**src/ipid_pkg.sv**
```systemverilog
// shared constants, register indexes and duty lookup for the heater pid controller
`default_nettype none

package ipid_pkg;

  // fixed point and field widths
  localparam int FRAC_BITS = 10;
  localparam int TEMP_BITS = 10;

  localparam int TEMP_W   = 10;
  localparam int COEF_W   = 16;
  localparam int PERIOD_W = 8;
  localparam int DUTY_W   = 8;
  localparam int PWR_W    = 7;
  localparam int CFG_IDX_W  = 3;
  localparam int CFG_DATA_W = 16;

  localparam int ERR_W    = TEMP_W + 1;
  localparam int EFFORT_W = PWR_W + FRAC_BITS;
  localparam int PROD_W   = COEF_W + ERR_W;
  localparam int SUM_W    = PROD_W + 3;

  localparam int PCT_MAX  = 100;
  localparam int DUTY_MAX = 255;

  localparam logic [TEMP_W-1:0] TEMP_MASK = TEMP_W'((64'd1 << TEMP_BITS) - 64'd1);

  localparam logic signed [SUM_W-1:0] EFFORT_MAX_S = SUM_W'(PCT_MAX << FRAC_BITS);
  localparam logic [EFFORT_W-1:0]     EFFORT_MAX   = EFFORT_W'(PCT_MAX << FRAC_BITS);

  // register indexes
  localparam logic [CFG_IDX_W-1:0] REG_SETPOINT   = 3'd0;
  localparam logic [CFG_IDX_W-1:0] REG_COEF_NOW   = 3'd1;
  localparam logic [CFG_IDX_W-1:0] REG_COEF_PREV  = 3'd2;
  localparam logic [CFG_IDX_W-1:0] REG_COEF_PREV2 = 3'd3;
  localparam logic [CFG_IDX_W-1:0] REG_PERIOD     = 3'd4;

  // register reset values
  localparam logic [TEMP_W-1:0]        SETPOINT_RST   = 10'd100;
  localparam logic signed [COEF_W-1:0] COEF_NOW_RST   = 16'sd1947;
  localparam logic signed [COEF_W-1:0] COEF_PREV_RST  = -16'sd3166;
  localparam logic signed [COEF_W-1:0] COEF_PREV2_RST = 16'sd1293;
  localparam logic [PERIOD_W-1:0]      PERIOD_RST     = 8'd10;

  // duty = trunc(power * 255 / 100), one entry per power code
  localparam int DUTY_LUT_N = 1 << PWR_W;
  localparam int DUTY_SEL_SHIFT = $clog2(DUTY_W);

  function automatic logic [DUTY_LUT_N*DUTY_W-1:0] build_duty_lut();
    logic [DUTY_LUT_N*DUTY_W-1:0] lut;
    lut = '0;
    for (int i = 0; i < DUTY_LUT_N; i++) begin
      lut[i*DUTY_W +: DUTY_W] = DUTY_W'((i * DUTY_MAX) / PCT_MAX);
    end
    return lut;
  endfunction

  localparam logic [DUTY_LUT_N*DUTY_W-1:0] DUTY_LUT = build_duty_lut();

endpackage

`default_nettype wire

```
**src/incremental_pid_heater_pwm.sv**
```systemverilog
// velocity-form pid heater controller with held pwm duty and power outputs
`default_nettype none

// usage
//   input channel (in_valid_i / in_ready_o) carries one tick item: a temperature
//   reading and the oven enable flag. every accepted item yields exactly one
//   result item on the output channel (out_valid_o / out_ready_i): the held
//   duty, the held power percent and a flag that marks ticks that ran an update.
//   a prescaler counts items; when it reaches the sample period the pid update
//   runs on the reading of the previous item, then this item's reading is kept.
//   an item enters the input register on acceptance and its result is
//   written to the output register when the item advances, which a stalled
//   receiver can hold back; out_valid_o then rises and holds until taken.
//   throughput: one item per cycle unless stalled; the whole pid update (three
//   16x11 products, a four-term add, clamp and duty lookup) sits between those
//   two registers. a stalled receiver holds the output register; the input
//   register still takes one more item, and in_ready_o drops only when both
//   stages are full. reset clears both stages, the prescaler and all control
//   history, and loads the default setpoint, gains and sample period.
//   configuration: cfg_we_i writes register cfg_index_i at the clock edge;
//   indexes past the sample period register are ignored. write while idle only.
module incremental_pid_heater_pwm (
  input  wire logic                              clk_i,
  input  wire logic                              rst_ni,
  // configuration write port
  input  wire logic                              cfg_we_i,
  input  wire logic [ipid_pkg::CFG_IDX_W-1:0]    cfg_index_i,
  input  wire logic [ipid_pkg::CFG_DATA_W-1:0]   cfg_wdata_i,
  // tick item in
  input  wire logic                              in_valid_i,
  output logic                                   in_ready_o,
  input  wire logic [ipid_pkg::TEMP_W-1:0]       temperature_i,
  input  wire logic                              oven_on_i,
  // result item out
  output logic                                   out_valid_o,
  input  wire logic                              out_ready_i,
  output logic [ipid_pkg::DUTY_W-1:0]            duty_o,
  output logic [ipid_pkg::PWR_W-1:0]             power_percent_o,
  output logic                                   updated_o
);
  import ipid_pkg::*;

  // configuration registers
  logic [TEMP_W-1:0]        setpoint_q;
  logic signed [COEF_W-1:0] coef_now_q, coef_prev_q, coef_prev2_q;
  logic [PERIOD_W-1:0]      period_q;

  // input stage
  logic              in_vld_q;
  logic [TEMP_W-1:0] temp_q;
  logic              oven_q;

  // output stage
  logic              out_vld_q;
  logic [DUTY_W-1:0] duty_out_q;
  logic [PWR_W-1:0]  power_out_q;
  logic              upd_out_q;

  // control history
  logic [PERIOD_W-1:0]     tick_count_q;
  logic [TEMP_W-1:0]       last_reading_q;
  logic signed [ERR_W-1:0] error_prev_q, error_prev2_q;
  logic [EFFORT_W-1:0]     effort_prev_q;
  logic [DUTY_W-1:0]       duty_hold_q;
  logic [PWR_W-1:0]        power_hold_q;

  logic                    advance;
  logic [PERIOD_W-1:0]     tick_next;
  logic                    do_update;
  logic [TEMP_W-1:0]       sp_masked;
  logic signed [ERR_W-1:0] err_now;
  logic signed [PROD_W-1:0] prod_now, prod_prev, prod_prev2;
  logic signed [SUM_W-1:0] effort_sum;
  logic [EFFORT_W-1:0]     effort_d;
  logic [PWR_W-1:0]        power_raw;
  logic [DUTY_W-1:0]       duty_raw;
  logic [DUTY_W-1:0]       duty_hold_d;
  logic [PWR_W-1:0]        power_hold_d;

  // item moves from the input register to the output register
  assign advance    = in_vld_q && (!out_vld_q || out_ready_i);
  assign in_ready_o = !in_vld_q || advance;

  // prescaler: a lowered period or a period of zero fires on the next tick
  assign tick_next = tick_count_q + PERIOD_W'(1);
  assign do_update = (tick_next >= period_q);

  // error against the reading of the previous item
  assign sp_masked = setpoint_q & TEMP_MASK;
  assign err_now   = $signed({1'b0, sp_masked}) - $signed({1'b0, last_reading_q});

  // three independent products, all with FRAC_BITS fraction bits
  assign prod_now   = PROD_W'(coef_now_q)   * PROD_W'(err_now);
  assign prod_prev  = PROD_W'(coef_prev_q)  * PROD_W'(error_prev_q);
  assign prod_prev2 = PROD_W'(coef_prev2_q) * PROD_W'(error_prev2_q);

  assign effort_sum = $signed({{(SUM_W-EFFORT_W){1'b0}}, effort_prev_q})
                    + SUM_W'(prod_now) + SUM_W'(prod_prev) + SUM_W'(prod_prev2);

  // clamp to 0..100 percent, zero setpoint forces zero effort
  always_comb begin
    priority if (effort_sum <= SUM_W'(0) || sp_masked == '0) begin
      effort_d = '0;
    end else if (effort_sum >= EFFORT_MAX_S) begin
      effort_d = EFFORT_MAX;
    end else begin
      effort_d = effort_sum[EFFORT_W-1:0];
    end
  end

  assign power_raw = effort_d[EFFORT_W-1 -: PWR_W];
  assign duty_raw  = DUTY_LUT[{power_raw, DUTY_SEL_SHIFT'(0)} +: DUTY_W];

  // held outputs change only on an update; an update with the oven off sets them to zero
  always_comb begin
    duty_hold_d  = duty_hold_q;
    power_hold_d = power_hold_q;
    if (do_update) begin
      duty_hold_d  = oven_q ? duty_raw  : '0;
      power_hold_d = oven_q ? power_raw : '0;
    end
  end

  // configuration registers
  always_ff @(posedge clk_i or negedge rst_ni) begin
    if (!rst_ni) begin
      setpoint_q   <= SETPOINT_RST;
      coef_now_q   <= COEF_NOW_RST;
      coef_prev_q  <= COEF_PREV_RST;
      coef_prev2_q <= COEF_PREV2_RST;
      period_q     <= PERIOD_RST;
    end else if (cfg_we_i) begin
      unique case (cfg_index_i)
        REG_SETPOINT:   setpoint_q   <= cfg_wdata_i[TEMP_W-1:0];
        REG_COEF_NOW:   coef_now_q   <= $signed(cfg_wdata_i[COEF_W-1:0]);
        REG_COEF_PREV:  coef_prev_q  <= $signed(cfg_wdata_i[COEF_W-1:0]);
        REG_COEF_PREV2: coef_prev2_q <= $signed(cfg_wdata_i[COEF_W-1:0]);
        REG_PERIOD:     period_q     <= cfg_wdata_i[PERIOD_W-1:0];
        default: ;
      endcase
    end
  end

  // input stage
  always_ff @(posedge clk_i or negedge rst_ni) begin
    if (!rst_ni) begin
      in_vld_q <= 1'b0;
    end else if (in_ready_o) begin
      in_vld_q <= in_valid_i;
    end
  end

  always_ff @(posedge clk_i) begin
    if (in_valid_i && in_ready_o) begin
      temp_q <= temperature_i;
      oven_q <= oven_on_i;
    end
  end

  // control history advances once per item
  always_ff @(posedge clk_i or negedge rst_ni) begin
    if (!rst_ni) begin
      tick_count_q   <= '0;
      last_reading_q <= '0;
      error_prev_q   <= '0;
      error_prev2_q  <= '0;
      effort_prev_q  <= '0;
      duty_hold_q    <= '0;
      power_hold_q   <= '0;
    end else if (advance) begin
      tick_count_q   <= do_update ? '0 : tick_next;
      last_reading_q <= temp_q & TEMP_MASK;
      duty_hold_q    <= duty_hold_d;
      power_hold_q   <= power_hold_d;
      if (do_update) begin
        error_prev2_q <= error_prev_q;
        error_prev_q  <= err_now;
        effort_prev_q <= effort_d;
      end
    end
  end

  // output stage
  always_ff @(posedge clk_i or negedge rst_ni) begin
    if (!rst_ni) begin
      out_vld_q <= 1'b0;
    end else if (advance) begin
      out_vld_q <= 1'b1;
    end else if (out_ready_i) begin
      out_vld_q <= 1'b0;
    end
  end

  always_ff @(posedge clk_i) begin
    if (advance) begin
      duty_out_q  <= duty_hold_d;
      power_out_q <= power_hold_d;
      upd_out_q   <= do_update;
    end
  end

  assign out_valid_o     = out_vld_q;
  assign duty_o          = duty_out_q;
  assign power_percent_o = power_out_q;
  assign updated_o       = upd_out_q;

  // stored effort never leaves the clamp range
  assert property (@(posedge clk_i) disable iff (!rst_ni)
    effort_prev_q <= EFFORT_MAX)
    else $error("effort history out of range");

  // held power never exceeds full scale
  assert property (@(posedge clk_i) disable iff (!rst_ni)
    power_hold_q <= PWR_W'(PCT_MAX))
    else $error("held power above full scale");

  // held duty always matches held power
  assert property (@(posedge clk_i) disable iff (!rst_ni)
    duty_hold_q == DUTY_LUT[{power_hold_q, DUTY_SEL_SHIFT'(0)} +: DUTY_W])
    else $error("held duty disagrees with held power");

  // a waiting input item is neither lost nor altered
  assert property (@(posedge clk_i) disable iff (!rst_ni)
    (in_vld_q && !advance) |=> (in_vld_q && $stable(temp_q) && $stable(oven_q)))
    else $error("input register overwritten while stalled");

  // the prescaler restarts on every update
  assert property (@(posedge clk_i) disable iff (!rst_ni)
    (advance && do_update) |=> (tick_count_q == '0))
    else $error("tick count not cleared by update");

endmodule

`default_nettype wire
```
**config.mk**
```make
export PLATFORM = sky130hd
export DESIGN_NAME = incremental_pid_heater_pwm
export DESIGN_NICKNAME = d
export VERILOG_FILES = /design/src/ipid_pkg.sv /design/src/incremental_pid_heater_pwm.sv
export SDC_FILE = /design/constraint.sdc
export NUM_CORES = 2
export LEC_CHECK = 0
export BUFFER_PORTS_ARGS = -buffer_cell sky130_fd_sc_hd__buf_2
export CAP_MARGIN = 20
export CORE_ASPECT_RATIO = 1.2
export CORE_MARGIN = 2
export CORE_UTILIZATION = 46
export DETAILED_ROUTE_END_ITERATION = 8
export GPL_ROUTABILITY_DRIVEN = 1
export GPL_TIMING_DRIVEN = 0
export SYNTH_ARGS = -nofsm -noshare
export SYNTH_HDL_FRONTEND = slang
export SYNTH_SLANG_ARGS = --single-unit
```
**constraint.sdc**
```tcl
create_clock -name clk_i -period 15.84 [get_ports clk_i]
set_input_delay 3.168 -clock clk_i [delete_from_list [all_inputs] [get_ports clk_i]]
set_output_delay 3.168 -clock clk_i [all_outputs]
set_load 0.01 [all_outputs]
```
==> summary.md <==
| Metric | Value |
|---|---|
| RSZ-0062 raised after global routing | false |
| Std cell rows | 101 |
| CP max FO | 10 |
| GP Congestion | 0.947 |
| Commonest non-fill, non-tap cell in the layout | inv_1 |
| Final slew viol count | 0 |
| Worst Path Arrival | 14900 ps |
| Yosys top cell by area | fa_1 |
| Status | finished, final reports clean |
| Rel. slew slack | 0.247 |
| Total grt overflow | 0 |
| Period minus WS final | 14720 ps |
| Avg Cell Area, Syn | 9.50 sq um |
| Register area share after synthesis | 0.148 |
| Largest net degree at the start of global routing | 87 |
| Post-CTS Hold Fix Bufs | 0 |
| Setup_tns | 0 ps |
| Hold crit path type | flip-flop to flip-flop |
| Post-CTS Resized | 0 |
| CP top delay family | adder cells |
| Most used cell, CP | fa_1 |
| Crit end category | flip-flop |
| CP required | 16020 ps |
| CP Class | flip-flop to flip-flop |
| Final wirelength | 87900 microns |
| IO Port Bufs | 52 |
| Syn_nets | 3919 |
| Max stage delay on crit path | 770 ps |
| Share of layout cells above drive strength 1 | 0.0730 |
| IO Count | 53 |
| Drt wl/cell | 21.9 microns |
| Most frequent cells in the layout | inv_1 (664), fa_1 (624), nand2_1 (495), and2_1 (177), ha_1 (165) |
| H-tree Lvls | 4 |
| Syn Inst Count | 3095 |
| Final Hold Viols | 0 |
| Asr flop ratio synth | 0.838 |
| HPWL Detailed | 75300 microns |
| Max Clk Rate | 67.9 MHz |
| Die Area | 66000 sq um |
| Die W | 235 microns |
| Skew final | 17.0 ps |
| Initial DRT Pass Iterations | 7 |
| Routed vias | 21700 |
| Routed Antenna Nets | 0 |
| Number of max-cap violations | 0 |
| Area contributors post-synth | fa_1 (42%), dfrtp_1 (9.6%), inv_1 (8.5%) |
| Post-route clock period utilization | 0.930 |
| CP Buf/Inv Count | 11 |
| Startpoint types | flip-flop |
| Final net count | 4001 |
| Setup bufs post-CTS | 0 |
| Vias in the first global route | 23600 |
| Number of enable flip-flop cells after synthesis | 27 |
| Post-synth top area share | 0.425 |
| CORE AREA | 63300 sq um |
| Die Span Y | 281 microns |
| Top_reg_cell synth | dfrtp_1 |
| Crit path max-delay cell type | nor4_1 |
| Total GRT Usage | 0.279 |
| Clock sinks | 167 |
| CTS tree | yes |
| Yosys warnings | 0 |
| Root buf cell | clkbuf_16 |
| Clock Tree Buf Depth | 2 |
| DR vias/cell | 5.42 |
| Setup violators final | 0 |
| Initial antenna violation count | 6 |
| Worst-Margin Slew | 1120 ps |
| Area Growth Syn to Fin | 7.14% |
| Worst-skew pair later-pin latency | 480 ps |
| Clk slew on worst S/H paths | 70 ps |
| Cell variety after synth | 78 |
| Initial Utilization | 0.464 |
| Global-route wire length before repair | 139000 microns |
| Total CTS buffers | 17 |
| Initial drt markers | 1337 |
| DRC | 0 |
| Netlist Area Pre-Place | 29400 sq um |
| FF+latch count, synth | 167 |
## stage by stage
step | hold slack (ps) | instance area, sq um | util | cells | setup slack (ps)
after floorplan | 415 | 29400 | - | 3095 | 4860
after global placement | 423 | 30700 | 0.485 | 3971 | 1340
after detailed placement | 437 | 30800 | 0.487 | 3980 | 1300
after CTS | 456 | 31500 | 0.497 | 4012 | 1220
after global routing | 475 | 31500 | 0.497 | 4014 | 445
final | 450 | 31500 | 0.498 | 4016 | 1120
## metal layers
layer | global-route usage | routed length [microns]
met2 | 0.489 | 45000
met1 | 0.347 | 34300
met3 | 0.0418 | 4910
met5 | 0 | 23
met4 | 0.109 | 3700
## final cells by class
cell class,instances,area [sq um]
fill,5903,31800
antenna,2,5.00
clock inverter,12,179
sequential,167,4350
inverter,666,2500
tap,824,1030
multi-input combinational,2111,22000
buffer,151,616
timing repair buffer,63,388
clock buffer,20,478
## worst reg2reg max path: cells and delay by family, from the launching register on
kind	cells	cell delay [ps]
and+or+nand+nor	10	2620
DFF	1	380
buffers and inverters	11	2900
adders and majority gates	12	5370
AOI/OAI and AO/OA	13	3140
## synth_stat cells, drive strengths merged (30+ instances only)
cell / count
nand2: 495
inv: 665
clkbuf: 130
a21oi: 71
nor2b: 36
mux2: 62
and2: 177
ha: 165
nand3: 40
dfrtp: 113
xnor2: 30
fa: 624
nand2b: 31
nor2: 61
o21ai: 85
## final timing paths
check | from | endpoint | cells past startpoint | slack [ps]
worst min-delay path | temp_q[0]$_DFFE_PP_ | last_reading_q[0]$_DFFE_PN0P_ | 2 | 450
max in group asynchronous | rst_ni | coef_now_q[2]$_DFFE_PN0P_ | 2 | 12260
min in group asynchronous | rst_ni | setpoint_q[4]$_DFFE_PN0P_ | 1 | 2640
worst min register to register | temp_q[0]$_DFFE_PP_ | last_reading_q[0]$_DFFE_PN0P_ | 2 | 450
worst max register to register | setpoint_q[0]$_DFFE_PN0P_ | duty_o[1]$_DFFE_PP_ | 46 | 1120
worst max-delay path | setpoint_q[0]$_DFFE_PN0P_ | duty_o[1]$_DFFE_PP_ | 46 | 1120
## sequential cells by signal, indices dropped and copies added (netlist names), 7 cells and up
| name | cells |
|---|---|
| coef_prev_q | 16 |
| power_percent_o | 7 |
| coef_prev2_q | 16 |
| tick_count_q | 8 |
| temp_q | 10 |
| error_prev2_q | 11 |
| duty_hold_q | 8 |
| coef_now_q | 16 |
| period_q | 8 |
| last_reading_q | 10 |
| effort_prev_q | 17 |
| power_hold_q | 7 |
| duty_o | 8 |
| setpoint_q | 10 |
| error_prev_q | 11 |
## cell families (layout without fill, tap and decap cells)
family / after synthesis / in the layout / share of synthesized area
muxes: 69 / 69 / 0.0261
DFF: 167 / 167 / 0.148
AOI/OAI and AO/OA: 297 / 297 / 0.0656
other: 0 / 2 / 0
buffers and inverters: 817 / 912 / 0.106
xor gates and xnor gates: 43 / 43 / 0.0128
adders and majority gates: 789 / 789 / 0.495
and+or+nand+nor: 913 / 913 / 0.147
Power is left out: the tool's default activity adds up to more than one toggle a clock period on the data nets, which glitch-free logic cannot reach.
